## config.mk

```make
export PLATFORM = sky130hd
export DESIGN_NAME = vc_div_cell
export DESIGN_NICKNAME = d
export VERILOG_FILES = /design/src/rtl/vc_pkg.sv /design/src/rtl/vc_div_cell.sv
export SDC_FILE = /design/constraint.sdc
export NUM_CORES = 1
export LEC_CHECK = 0
export BUFFER_PORTS_ARGS = -buffer_cell sky130_fd_sc_hd__buf_4
export CELL_PAD_IN_SITES_DETAIL_PLACEMENT = 1
export CELL_PAD_IN_SITES_GLOBAL_PLACEMENT = 1
export CORE_MARGIN = 5
export CORE_UTILIZATION = 33
export CTS_CLUSTER_DIAMETER = 40
export DETAILED_ROUTE_END_ITERATION = 10
export PLACE_DENSITY = 0.73
export REMOVE_ABC_BUFFERS = 1
export SLEW_MARGIN = 25
export SYNTH_ARGS = -nofsm -noshare
export SYNTH_HDL_FRONTEND = slang
export SYNTH_SLANG_ARGS = --single-unit
```

## constraint.sdc

```tcl
create_clock -name clock -period 12.2 [get_ports clock]
set_input_delay 0 -clock clock [delete_from_list [all_inputs] [get_ports clock]]
set_output_delay 0 -clock clock [all_outputs]
set_load 0.03 [all_outputs]
```

## src/rtl/vc_pkg.sv

```systemverilog
// Shared types, widths and helpers for the vertical conductance core.
// No dependencies.
package vc_pkg;

   localparam int KW   = 48;  // conductivity
   localparam int TW   = 36;  // thickness
   localparam int EW   = 40;  // head / top elevation
   localparam int AW   = 40;  // area
   localparam int RW   = 16;  // config registers
   localparam int QW   = 63;  // quotient / conductance
   localparam int DW   = 100; // divisor, remainder
   localparam int NW   = 156; // dividend
   localparam int CELLS = QW;

   localparam logic [RW-1:0] WET_MARGIN_RST = 16'd100;
   localparam logic [RW-1:0] DRY_FLOOR_RST  = 16'd10;
   localparam logic [19:0]   MICRO_SCALE    = 20'd1000000;

   typedef enum logic [1:0] {
      CSR_WET_MARGIN = 2'd0,
      CSR_DRY_FLOOR  = 2'd1
   } csr_index_type;

   typedef struct packed {
      logic          valid;
      logic          zero;
      logic          ovf;
      logic [DW-1:0] rem;
      logic [DW-1:0] den;
      logic [QW-1:0] bits;
   } div_type;

   function automatic logic [TW-1:0] sat_thick(
      input logic [EW-1:0] head,
      input logic [EW-1:0] top,
      input logic [TW-1:0] thick,
      input logic [RW-1:0] margin,
      input logic [RW-1:0] floor_t
   );
      logic signed [41:0] head_x;
      logic signed [41:0] top_x;
      logic signed [41:0] bottom;
      logic signed [41:0] head_m;
      logic signed [41:0] d;
      logic [TW-1:0]      t;
      head_x = $signed({{2{head[EW-1]}}, head});
      top_x  = $signed({{2{top[EW-1]}}, top});
      bottom = top_x - $signed({6'b0, thick});
      head_m = head_x + $signed({26'b0, margin});
      d      = head_x - bottom;
      if (head_x >= top_x) begin
         t = thick;
      end else if (head_m > bottom) begin
         t = (d > 42'sd0) ? d[TW-1:0] : '0;
      end else begin
         t = '0;
      end
      if (t == '0) begin
         t = TW'(floor_t);
      end
      return t;
   endfunction

endpackage

```

## src/rtl/vc_div_cell.sv

```systemverilog
// One restoring-division cell: one quotient bit per cell.
// Uses vc_pkg; chained by the top level.
module vc_div_cell (
   input  logic            clock,
   input  logic            reset,
   input  logic            en,
   input  vc_pkg::div_type cell_in,
   output vc_pkg::div_type cell_out
);

   logic [vc_pkg::DW:0]   shifted;
   logic [vc_pkg::DW+1:0] diff;
   logic                  qbit;
   vc_pkg::div_type       cell_ff, cell_in_next;

   assign shifted = {cell_in.rem, cell_in.bits[vc_pkg::QW-1]};
   assign diff    = {1'b0, shifted} - {2'b0, cell_in.den};
   assign qbit    = ~diff[vc_pkg::DW+1];

   always_comb begin
      cell_in_next      = cell_in;
      cell_in_next.rem  = qbit ? diff[vc_pkg::DW-1:0] : shifted[vc_pkg::DW-1:0];
      cell_in_next.bits = {cell_in.bits[vc_pkg::QW-2:0], qbit};
   end

   always_ff @(posedge clock) begin
      if (reset) begin
         cell_ff.valid <= 1'b0;
      end else if (en) begin
         cell_ff <= cell_in_next;
      end
   end

   assign cell_out = cell_ff;

endmodule

```

==> results of run 1 <==
-- power breakdown --
group          total [mW]  switching (mW)  internal, mW
registers            1.14          0.0322          1.11
logic               0.949           0.576         0.373
clock network        1.38           0.563         0.821
-- cells in the mapped netlist (all sizes together), types with 5 or more instances --
cell and number:
inv 132, a21oi 231, a31oi 12, nand3 17
nand2b 7, o21ai 103, xor2 30, or3 5
o31ai 9, o21bai 29, edfxtp 265, clkbuf 40
a41oi 5, nor2b 12, nor3 15, or2 6
o21a 13, ha 100, a21boi 6, nor4 8
o211ai 5, nand2 131, and4 5, nand4 45
a211oi 5, nor2 145, xnor2 63, buf 32
a21o 43, and2 9, and3 7
-- worst max-delay path, cell delays in order --
cell and delay (ns):
dlygate4sd3_1 0.54, buf_4 0.12, inv_1 0.05, ha_1 0.41, nand2_1 0.12, nor4_2 0.59
nor2b_1 0.33, nand3_1 0.12, a21oi_1 0.26, o21ba_1 0.27, o211ai_2 0.14, and2_2 0.22
inv_4 0.61, buf_4 0.83, nor2_1 0.13, a21oi_1 0.29
-- cell usage in the layout, fill, tap and decap left out, types with 42 or more instances in the layout --
cell type / instances
ha_1: 100
nand4_1: 45
inv_1: 131
edfxtp_1: 265
xnor2_1: 63
a21oi_1: 227
nand2_1: 130
o21ai_0: 97
nor2_1: 145
a21o_1: 42
dlygate4sd3_1: 266
clkbuf_16: 51
buf_4: 539
-- cells by family after synthesis --
group,count (synthesis),share of synthesized area
buffers and inverters,204,0.0548
and+or+nand+nor,417,0.121
muxes,2,0.00126
AOI/OAI and AO/OA,497,0.189
adders and majority gates,101,0.0801
DFF,266,0.502
xor gates and xnor gates,93,0.0513
-- area by class of cell --
type / count / area [µm²] / area share
inverters: 132 / 498 / 0.0202
multi-input cells: 1110 / 7040 / 0.285
diodes: 16 / 40.0 / 0.00162
clock inverters: 39 / 338 / 0.0137
flip-flops and latches: 266 / 7980 / 0.323
repair buffers: 806 / 6720 / 0.272
clock buffers: 54 / 1290 / 0.0522
well taps: 615 / 769 / 0.0312
-- layer usage --
layer  vias to the layer above  wire length [µm]  GRT usage
met5                         -                13          0
met4                         2              2860     0.0998
met3                       148              5150     0.0721
met2                       648             39000      0.495
met1                      7702             27600      0.294
li1                       7348                 -          -
-- path summary, 6_finish.rpt --
path | start | endpoint | cells after the start
worst min register to register | cell_out[265] | cell_out[265] | 3
worst max-delay path | cell_in[117] | cell_out[191] | 16
worst max register to register | cell_out[265] | cell_out[265] | 3
worst min-delay path | cell_in[16] | cell_out[17] | 2
-- repair_timing --
action	CTS	global route
resized for setup	0	0
hold buffers	266	0
endpoints found under the hold margin	265	0
==> metrics.md, run 1 <==
| Metric | Value |
|---|---|
| Die ar. | `52,600 µm²` |
| GRT overflow | `0` |
| Async SR Flop Fraction | `0` |
| Drt first pass iters | `5` |
| Final period utilization | `0.385` |
| Seq cells post-synth | `266` |
| Setup Crit Path Kind | `input pin to flop` |
| Ys flop type | `edfxtp_1` |
| Setup TNS | `0 ns` |
| Max Clock Freq | `213 MHz` |
| Placed cells | `2,663` |
| Fin util | `0.518` |
| H-tree levels | `2` |
| Synth area leader | `edfxtp_1` |
| Reg2reg setup slack | `11.01 ns` |
| # port buffers | `534` |
| Post-DP HPWL | `48,700 µm` |
| Outcome | `complete, no violations` |
| Number of flip-flops in the largest register | `266` |
| Area of the core | `47,600 µm²` |
| Vias in the first global route | `17.3k` |
| Worst Path Max Fanout | `82` |
| Top-level I/O count | `535` |
| Synth cell types | `74` |
| Register area share after synthesis | `0.502` |
| EDFF count, synth | `265` |
| Max cap viols | `0` |
| Drc violations | `0` |
| LEAKAGE | `10.6 nW` |
| Clk sinks | `266` |
| Cell Area, Synth | `15,900 µm²` |
| Max VDD drop | `0.168 mV` |
| Final hold vios | `0` |
| Synth warnings | `0` |
| Worst EP arrival | `5.08 ns` |
| DR iter-0 viols | `1,102` |
| Nature of the critical path startpoint | `input pin` |
| Starting Density | `0.333` |
| Slew HR | `0.321` |
| Share of cells above drive strength 1 | `0.272` |
| Total Routing Usage GR | `0.268` |
| Clock Latency Late Sink | `0.58 ns` |
| Slew Viols, Final | `0` |
| DRT Wirelength | `74,600 µm` |
| Final antenna-violating net count | `0` |
| DR vias/cell | `5.22` |
| Avg WL per Cell | `24.5 µm` |
| Post-Layout Inst Area | `24,700 µm²` |
| Chip width | `229 µm` |
| Type of the tightest min-delay check | `input pin to flop` |
| Post-DP Area | `20,300 µm²` |
| Antenna violations before repair | `13` |
| FILL cells | `5,269` |
| Skew final | `0 ns` |
| Fin cells | `3,038` |
| Layout area overhead | `55.4%` |
| CTS root buffer | `clkbuf_16` |
| First-pass GRT wire length | `109,000 µm` |
| RSZ-0062 raised after global routing | `false` |
| Power Total | `3.47 mW` |
| Largest net degree at the start of global routing | `83` |
| Place WS | `7.70 ns` |
| Top cells by area, synth | `edfxtp_1, ha_1, a21oi_1` |
| DR vias | `15.8k` |
| Post-route setup slack | `7.51 ns` |
| Yosys top cell area share | `0.501` |
| Routability Congestion | `0.871` |
| Die H | `229 µm` |
| Min cycle time layout | `4.69 ns` |
| NumNets Final | `2,737` |
| Post-Syn Area per Cell | `10.0 µm²` |
| Buffer depth of the longest clock path | `3` |
| Final setup violation count | `0` |
| Post-CTS setup buffers | `0` |
| Actual slew at the worst max-slew pin | `1.02 ns` |
| Hold Slack | `0.133 ns` |
| CTS clock-pin slew for the worst setup and hold paths | `0.07 ns` |
| CTS tree | `yes` |
| CP required | `12.59 ns` |
| Mapped Cells | `1,580` |
| Critical Path Sink Type | `flop` |
| FP Rows | `80` |
| Pwr per Cell Area | `141 nW/µm²` |
| TritonCTS buffer count | `51` |
Note: power is estimated with default switching activity, not from simulation.
==> inputs of run 2 (changes only) <==
==> constraint.sdc (replaced) <==
create_clock -name clock -period 3.85 [get_ports clock]
set_input_delay 0 -clock clock [delete_from_list [all_inputs] [get_ports clock]]
set_output_delay 0 -clock clock [all_outputs]
set_load 0.03 [all_outputs]
==> run 2 against run 1 <==
Sequential power rose to 3.2 times the previous value. Wire length up 1.7%. Clock power rose to 3.3 times the previous value. Via count up 1.9%. Cell count up 0.59%. Sequential share of layout area down 0.38 points. Global-route usage about the same. Sequential cell count unchanged. Worst setup slack worse by 7.3 ns. Critical endpoint is now cell_out[242]. Power rose to 3.2 times the previous value.
==> metrics.md, run 2 (synthesis results as in run 1) <==
| Metric | Value |
|---|---|
| Outcome | `complete, no violations` |
| Actual slew at the worst max-slew pin | `0.726 ns (-0.292 ns)` |
| Fin util | `0.524 (+0.00622)` |
| Sw power | `3.71 mW (+220%)` |
| Clock group share of total power | `0.402 (+0.004)` |
| Die H | `229 µm (unchanged)` |
| Slew Viols, Final | `0 (unchanged)` |
| # port buffers | `534 (unchanged)` |
| Min cycle time layout | `3.67 ns` |
| Largest net degree at the start of global routing | `108 (+30%)` |
| DR vias | `16.2k (+1.9%)` |
| Fin cells | `3,056 (+0.59%)` |
| Power Total | `11.2 mW (+220%)` |
| Antenna violations before repair | `11 (-2)` |
| Area of the core | `47,600 µm² (unchanged)` |
| Skew final | `0 ns (unchanged)` |
| Top-level I/O count | `535 (unchanged)` |
| Pwr per Cell Area | `448 nW/µm² (+220%)` |
| Number of flip-flops in the largest register | `266 (unchanged)` |
| CTS tree | `yes` |
| Final setup violation count | `0 (unchanged)` |
| Final antenna-violating net count | `0 (unchanged)` |
| Layout area overhead | `57.2%` |
| Type of the tightest min-delay check | `input pin to flop` |
| Max cap viols | `0 (unchanged)` |
| Reg power frac | `0.323 (-0.005)` |
| DRT Wirelength | `75,800 µm (+1.7%)` |
| Slew HR | `0.512 (+0.190)` |
| Hold path startpoint | `cell_in[38]` |
| Total Routing Usage GR | `0.268 (about the same)` |
| Max VDD drop | `0.480 mV (+190%)` |
| GRT overflow | `0 (unchanged)` |
| Worst Path Max Fanout | `7 (-91%)` |
| Critical Path Sink Type | `flop` |
| CTS root buffer | `clkbuf_16` |
| Post-DP HPWL | `50,600 µm (+3.9%)` |
| Buffer depth of the longest clock path | `3 (unchanged)` |
| Final hold vios | `0 (unchanged)` |
| Power Internal | `7.48 mW (+230%)` |
| Timing startpoint of the critical path | `cell_in[99]` |
| First-pass GRT wire length | `109,000 µm (-0.13%)` |
| Max Clock Freq | `272 MHz` |
| CTS clock-pin slew for the worst setup and hold paths | `0.08 ns (about the same)` |
| Starting Density | `0.333 (unchanged)` |
| Commonest cells after routing, fill and taps aside | `buf_4, dlygate4sd3_1, edfxtp_1` |
| Sw frac | `0.331 (-0.00593)` |
| Vias in the first global route | `17.5k (+1.1%)` |
| Setup Crit Path Kind | `input pin to flop` |
| Crit path top cell by count | `nand2_1` |
| FP Rows | `80 (unchanged)` |
| Clock Latency Late Sink | `0.57 ns (about the same)` |
| DR vias/cell | `5.29 (+1.3%)` |
| Worst path top cell family by delay | `compound AO/OA/AOI/OAI gates` |
| DR iter-0 viols | `1,014 (-8.0%)` |
| H-tree levels | `2 (unchanged)` |
| Placed cells | `2,688 (+0.94%)` |
| Avg WL per Cell | `24.8 µm (+1.1%)` |
| Register area | `7980 µm² (unchanged)` |
| Setup TNS | `0 ns (unchanged)` |
| RSZ-0062 raised after global routing | `false` |
| FILL cells | `5,274 (+0.095%)` |
| CP peak stage delay | `0.61 ns (-0.22 ns)` |
| Combinational share of power | `0.275 (+0.002)` |
| Leading cell type in the layout, fill and taps excluded | `buf_4` |
| Area occupied by multi-input gates | `7050 µm² (+0.16%)` |
| Chip width | `229 µm (unchanged)` |
| CP bufs+invs | `3 (-2)` |
| Die ar. | `52,600 µm² (unchanged)` |
| TritonCTS buffer count | `48 (-5.9%)` |
| Crit path cell chain | `dlygate4sd3_1, buf_4, inv_1, ha_1, nand2_1, nor3_1, nand3_1, a2111o_1, a41o_1, o2111ai_1, nand2_1, o31ai_1, xnor2_1, o21ai_1` |
| Nature of the critical path startpoint | `input pin` |
| LEAKAGE | `10.7 nW (+1.5%)` |
| Clk sinks | `266 (unchanged)` |
| Crit-path slowest cell | `dlygate4sd3_1` |
| CP required | `4.16 ns (-8.43 ns)` |
| NumNets Final | `2,761 (+0.88%)` |
| Routability Congestion | `0.876 (+0.61%)` |
| Drc violations | `0 (unchanged)` |
| Drt first pass iters | `6 (+1)` |
| Hold Slack | `0.117 ns (-0.0161 ns)` |
| Final period utilization | `0.954` |
| Share of cells above drive strength 1 | `0.278 (+0.00607)` |
| Worst R2R Start | `cell_out[265]` |
| Worst EP arrival | `3.98 ns (-1.10 ns)` |
[run 2: worst paths after layout]
check | to | slack, ns | cells after the start
hold / removal | cell_out[39] | 0.12 | 2
hold reg to reg | cell_out[265] | 1.12 | 3
setup / recovery | cell_out[242] | 0.18 | 14
setup reg to reg | cell_out[265] | 2.67 | 3
[run 2: power groups by stage]
stage          clock network [mW]  registers [mW]  logic [mW]
3_3_place_gp                    0            3.63        2.68
3_5_place_dp                    0            3.64        2.72
2_1_floorplan                   0            4.16        1.13
4_1_cts                      4.44            3.59        2.97
6_report                     4.50            3.62        3.07
5_1_grt                      4.70            3.63        3.26
[run 2: timing repair]
item                                   in CTS  in global routing
setup endpoints to repair                   0                 58
setup buffers                               0                  1
gates resized for setup                     0                  5
endpoints found under the hold margin     305                  0
hold buffers                              267                  0
[run 2: layer usage]
metal	vias to the layer above	track usage	wire, µm
met3	173	0.0725	5630
met4	4	0.107	3010
met5	-	0	14
met2	723	0.493	39200
li1	7397	-	-
met1	7860	0.293	27900
[run 2: per-stage QoR]
stage / cell area, µm² / setup slack, ns
3_5_place_dp: 20600 / 0.101
3_3_place_gp: 20600 / 0.140
5_1_grt: 25000 / 0.0169
2_1_floorplan: 15500 / -8.80
6_report: 25000 / 0.176
4_1_cts: 24900 / 0.142
[run 2: layout make-up]
class	count	share of cell area
timing repair buffer	833	0.280
antenna	11	0.00110
clock inverter	32	0.0148
clock buffer	57	0.0512
tap	615	0.0308
inverter	132	0.0199
multi-input combinational	1110	0.282
sequential	266	0.320
